File: src/design/phn_pkg.sv
// shared types and constants for the pixel histogram block
package phn_pkg;

  localparam int PIX_W       = 8;
  localparam int FIELD_CNT_W = 23;
  localparam int HEIGHT_W    = 10;
  localparam int MAX_CH      = 3;
  localparam int CFG_IDX_W   = 2;
  localparam int CFG_DATA_W  = 10;

  localparam logic [HEIGHT_W-1:0]  HEIGHT_MAX      = '1;
  localparam logic [HEIGHT_W-1:0]  PLOT_HEIGHT_RST = 10'd400;
  localparam logic                 COLOUR_MODE_RST = 1'b1;

  localparam logic [CFG_IDX_W-1:0] CFG_COLOUR_MODE = 2'd0;
  localparam logic [CFG_IDX_W-1:0] CFG_PLOT_HEIGHT = 2'd1;

  typedef enum logic [1:0] {
    OP_CLEAR = 2'd0,
    OP_COUNT = 2'd1,
    OP_READ  = 2'd2,
    OP_NONE  = 2'd3
  } op_t;

  typedef enum logic [3:0] {
    S_CLEAR,
    S_IDLE,
    S_CNT_RD,
    S_CNT_WR,
    S_RD_RD,
    S_RD_MUL,
    S_RD_DIV,
    S_RD_WAIT,
    S_RD_OUT
  } ctrl_state_t;

  typedef struct packed {
    logic [1:0]       opcode;
    logic [PIX_W-1:0] first_value;
    logic [PIX_W-1:0] second_value;
    logic [PIX_W-1:0] third_value;
    logic [PIX_W-1:0] bin_index;
  } in_item_t;

  typedef struct packed {
    logic [PIX_W-1:0]       bin_number;
    logic [FIELD_CNT_W-1:0] count_first;
    logic [FIELD_CNT_W-1:0] count_second;
    logic [FIELD_CNT_W-1:0] count_third;
    logic [HEIGHT_W-1:0]    height_first;
    logic [HEIGHT_W-1:0]    height_second;
    logic [HEIGHT_W-1:0]    height_third;
    logic [FIELD_CNT_W-1:0] peak_count;
    logic                   empty_flag;
  } out_item_t;

  typedef struct packed {
    logic in_take;
    logic clr_peak;
    logic clr_en;
    logic mem_rd;
    logic cnt_wr;
    logic mul_en;
    logic div_start;
    logic out_load;
  } phn_cmd_t;

  typedef struct packed {
    op_t  in_op;
    logic clr_last;
    logic div_done;
    logic out_free;
  } phn_sts_t;

endpackage

File: src/design/phn_ctrl.sv
// controller state machine sequencing clear, count and readout
module phn_ctrl
  import phn_pkg::*;
(
  input  logic     clk,
  input  logic     rst_n,
  input  logic     in_valid,
  input  phn_sts_t sts,
  output phn_cmd_t cmd,
  output logic     in_stall
);

  ctrl_state_t state_r, state_nxt;

  always_ff @(posedge clk) begin
    if (!rst_n) begin
      state_r <= S_CLEAR;
    end else begin
      state_r <= state_nxt;
    end
  end

  always_comb begin
    state_nxt = state_r;
    cmd       = '0;
    in_stall  = 1'b1;
    case (state_r)
      S_CLEAR: begin
        cmd.clr_en = 1'b1;
        if (sts.clr_last) begin
          state_nxt = S_IDLE;
        end
      end
      S_IDLE: begin
        in_stall = 1'b0;
        if (in_valid) begin
          cmd.in_take = 1'b1;
          case (sts.in_op)
            OP_CLEAR: begin
              cmd.clr_peak = 1'b1;
              state_nxt    = S_CLEAR;
            end
            OP_COUNT: state_nxt = S_CNT_RD;
            OP_READ:  state_nxt = S_RD_RD;
            default:  state_nxt = S_IDLE;
          endcase
        end
      end
      S_CNT_RD: begin
        cmd.mem_rd = 1'b1;
        state_nxt  = S_CNT_WR;
      end
      S_CNT_WR: begin
        cmd.cnt_wr = 1'b1;
        state_nxt  = S_IDLE;
      end
      S_RD_RD: begin
        cmd.mem_rd = 1'b1;
        state_nxt  = S_RD_MUL;
      end
      S_RD_MUL: begin
        cmd.mul_en = 1'b1;
        state_nxt  = S_RD_DIV;
      end
      S_RD_DIV: begin
        cmd.div_start = 1'b1;
        state_nxt     = S_RD_WAIT;
      end
      S_RD_WAIT: begin
        if (sts.div_done) begin
          state_nxt = S_RD_OUT;
        end
      end
      S_RD_OUT: begin
        if (sts.out_free) begin
          cmd.out_load = 1'b1;
          state_nxt    = S_IDLE;
        end
      end
      default: state_nxt = S_CLEAR;
    endcase
  end

endmodule

File: config.mk
export PLATFORM = sky130hd
export DESIGN_NAME = phn_ctrl
export DESIGN_NICKNAME = d
export VERILOG_FILES = /design/src/design/phn_pkg.sv /design/src/design/phn_ctrl.sv
export SDC_FILE = /design/constraint.sdc
export NUM_CORES = 1
export LEC_CHECK = 0
export ABC_AREA = 1
export ABC_CLOCK_PERIOD_IN_PS = 2000
export BUFFER_PORTS_ARGS = -buffer_cell sky130_fd_sc_hd__buf_2
export CAP_MARGIN = 20
export CORE_AREA = 4 4 41 43
export DETAILED_ROUTE_END_ITERATION = 10
export DIE_AREA = 0 0 45 47
export HOLD_SLACK_MARGIN = 0.06
export PLACE_DENSITY = 0.62
export SKIP_CTS_REPAIR_TIMING = 1
export SLEW_MARGIN = 20
export SYNTH_ARGS = -nofsm -noshare
export SYNTH_HDL_FRONTEND = slang
export SYNTH_SLANG_ARGS = --single-unit
File: constraint.sdc
create_clock -name clk -period 2 [get_ports clk]
set_input_delay 0.2 -clock clk [delete_from_list [all_inputs] [get_ports clk]]
set_output_delay 0.2 -clock clk [all_outputs]
set_load 0.01 [all_outputs]
## After elaboration in Yosys (flattened, before gate mapping)

Index checks and enable logic that the tools add are counted.

| cells by class | value |
|---|---|
| equality and inequality tests | 14 |
| muxes and demuxes | 17 |
| reductions and logical operators | 4 |

Operators by type and width:

| operator | count |
|---|---|
| 4-bit case mux with 9 select lines | 1 |
| 4-bit by 3-bit == test with 1-bit output, second input constant | 4 |
| 4-bit 2-to-1 mux | 4 |
| 1-bit 2-to-1 mux | 9 |
| 3-bit case mux with 3 select lines | 1 |
| 4-bit by 2-bit == test with 1-bit output, second input constant | 2 |
| 2-bit inequality test, second input constant | 4 |
| 4-bit by 1-bit == test with 1-bit output, second input constant | 1 |
| 4-bit == test, second input constant | 1 |
| 4-bit logical NOT | 1 |
| 2-bit 2-to-1 mux | 2 |
| 4-bit AND reduction | 1 |
| 2-bit by 1-bit == test with 1-bit output, second input constant | 1 |
| 2-bit == test, second input constant | 1 |
| 2-bit logical NOT | 1 |
| 2-bit OR reduction | 1 |

| word-level totals | value |
|---|---|
| flip-flop bits (word level) | 4 |
| output and inout bits | 9 |

## Longest topological paths before layout

| logic depth | value |
|---|---|
| depth after elaboration | 4 |
| gate-level depth with buffers | 8 |
| gate-level depth less buffers | 8 |

## Worst setup path before layout

OpenSTA, ideal clock, no wires.

| timing | value |
|---|---|
| path type | reg2out |
| start | register state_r[0] |
| end | output cmd[6] (netlist name) |
| arrival | 1055 ps |
| required time | 1800 ps |
| slack | 745 ps |
| cell stages (with the launch flop) | 5 |
| cell sequence | dfxtp_1 inv_1 nor2_1 nand2_2 nor4_1 |

RTL lines:

| element | RTL line | source |
|---|---|---|
| from (decl) | phn_ctrl.sv:13 | `ctrl_state_t state_r, state_nxt;` |
| from (signal assigned) | phn_ctrl.sv:19 | `state_r <= state_nxt;` |
| to (decl) | phn_ctrl.sv:9 | `output phn_cmd_t cmd,` |

==> flow_metrics.py <==
metrics = {
    "timing": {
        "setup_slack_ns": 0.474,
        "worst_pin_slew_ns": 0.359,
        "fin_crit_ns": 1.53,
        "finalSetupTns_ns": 0,
        "max_slew_margin": 0.760,
        "hold_viol_final": 0,
        "fmax_ghz": 0.655,
        "rsz0062_at_grt": "false",
        "fin_worst_skew_ns": 0.000875,
        "fin_crit_sh": 0.763,
        "slew_viol_final": 0,
        "finalSetupViolCount": 0,
    },
    "grt": {
        "grt_usage": 0.103,
        "grt_max_degree": 7,
        "antenna_found_initial": 0,
        "grt_pass1_wl_mm": 1.62,
        "overflow": 0,
        "grt_pass1_vias": 406,
    },
    "synth": {
        "synthesis.area_um2": 350,
        "synth_area_leaders": "dfxtp_1 23%, nand2_1 21%, nor2_1 17%, inv_1 13%, a21oi_1 4.3%",
        "ys_types": 13,
        "yosys_register_bits": 4,
        "synth_top_flop_cell": "dfxtp_1",
        "synth_edf_count": 0,
        "synthTopCellsByCount": "20 x nand2_1, 16 x nor2_1, 12 x inv_1, 4 x dfxtp_1",
        "async_flop_share": 0,
        "synthesis.nets": 76,
        "ys_seq_area_frac": 0.229,
        "postSynthAreaPerCell_um2": 5.15,
        "synthCells": 68,
        "synth_top_area_share": 0.229,
        "synth_top_cell_by_area": "dfxtp_1",
        "yosys_warnings": 0,
        "synth_most_common_cell": "nand2_1",
    },
    "die": {
        "initial_core_util": 0.269,
        "core-area_mm2": 0.00130,
        "die_h_um": 47,
        "fp-row-count": 13,
        "dieArea_mm2": 0.00212,
        "die_w_um": 45,
        "io_pins": 17,
    },
    "detailed_routing": {
        "drt_iter0_markers": 2,
        "first_pass_iters": 3,
        "drt_wl_total_um": 964,
        "drcViolationCount": 0,
        "vias": 457,
        "wl_per_cell_um": 9.45,
        "ant_nets": 0,
        "via_per_inst": 4.48,
    },
    "pwr": {
        "p_leak_nw": 0.279,
        "p_per_area_mw_per_mm2": 1080,
        "ir_worst_vdd_mv": 0.432,
    },
    "critical_path": {
        "cp-end-kind": "output pin",
        "crit_chain": "inv_1 -> nor2_1 -> nand2_2 -> nor4_1 -> buf_2",
        "rr_worst_depth": 7,
        "r2r_start": "state_r[0]",
        "crit_slowest_cell": "dfxtp_1",
        "r2r-end": "state_r[3]",
        "max_stage_delay_ns": 0.41,
        "r2r_slack_ns": 0.71,
        "startpoint_type": "register",
        "path_max_fanout": 6,
        "crit_required_ns": 1.80,
        "worst-setup-path-type": "register to output pin",
        "worstPathArrival_ns": 1.33,
    },
    "place": {
        "globalplace.congestion": 0.875,
        "port_buffers": 16,
        "dp_hpwl_um": 777,
        "dp_slack_ns": 0.699,
    },
    "cells_and_area": {
        "layout.nets": 97,
        "n_fill_cell": 160,
        "reg_top3": "state_r: 4 flops",
        "largest_reg_flops": 4,
        "register_area_um2": 80.1,
        "diodes": 0,
        "drive_gt1_frac": 0.253,
        "area_growth_pct": 34.6,
        "top_register": "state_r",
        "utilization": 0.363,
        "multi_input_area_um2": 225,
    },
    "clocking": {
        "cts_tree": "yes",
        "clockRootBuffer": "clkbuf_4",
        "cts.sinks": 4,
        "cts_buffers": 3,
        "h-tree-depth": 1,
        "clkLatencyLatePin_ns": 0.23,
        "path_clk_slew_ns": 0.04,
        "cts_buffer_depth": 2,
    },
    "run": {
        "drv_cap": 0,
    },
    "min_path": {
        "hold_end": "state_r[3]",
        "worstHoldPathCells": 3,
        "min_path_type": "input port to register",
        "hp-start": "rst_n",
    },
    "run_status": {
        "outcome": "finished, final reports clean",
    },
}
## per-stage QoR
step	instance area, µm²	hold WS [ns]	total power [mW]	std cells
global placement	449	0.437	0.411	99
CTS	472	0.202	0.514	102
finish	472	0.206	0.508	102
floorplan	350	0.321	0.324	68
detailed placement	449	0.445	0.412	99
global route	472	0.215	0.562	102
## final cells by class
type                    instances  area share
multi-input cells              52       0.477
flip-flops and latches          4       0.170
well taps                      15      0.0398
repair buffers                 16       0.170
inverters                      12      0.0955
clock buffers                   3      0.0477
## worst max-delay path: cells and delay by family, from the launching register on
kind | cells | cell delay (ns)
buf+inv | 2 | 0.25
flops | 1 | 0.41
simple gates | 3 | 0.44
## where the power goes
part / leakage [nW] / switching (mW) / internal (mW)
Sequential: 0.0327 / 0.0327 / 0.100
Combinational: 0.233 / 0.176 / 0.101
Clock: 0.0138 / 0.0309 / 0.0670
## cells in the final DEF, fill, tap and decap left out
cell type / netlist / layout
nand2_2: 1 / 1
o21ai_0: 2 / 2
nand3b_1: 1 / 1
a21oi_1: 3 / 3
buf_2: 0 / 16
clkbuf_4: 0 / 3
nor2_2: 2 / 2
dfxtp_1: 4 / 4
o22ai_1: 1 / 1
nor4_1: 2 / 2
nand2_1: 20 / 20
nor3_1: 1 / 1
nor2_1: 16 / 16
inv_1: 12 / 12
nand3_1: 3 / 3
## logic make-up after synthesis
| kind of cell | count (synthesis) | synth area share |
|---|---|---|
| simple gates | 46 | 0.554 |
| buf+inv | 12 | 0.129 |
| flops | 4 | 0.229 |
| compound gates | 6 | 0.0893 |
## layer usage
metal  part of all wire  track usage  up-vias
met1               0.50        0.141      197
li1                   -            -      251
met5                  0            0        -
met3              0.054       0.0345        0
met2               0.44        0.158        9
met4                  0       0.0175        0
## worst max-delay path by stage
stage                           from     end  depth (start not counted)
after detailed placement  state_r[0]  cmd[6]                          5
after global placement    state_r[0]  cmd[6]                          5
after CTS                 state_r[0]  cmd[6]                          5
final                     state_r[0]  cmd[6]                          5
after global routing      state_r[0]  cmd[6]                          5
after floorplan           state_r[0]  cmd[6]                          4
Power figures use the tool's default switching activity.
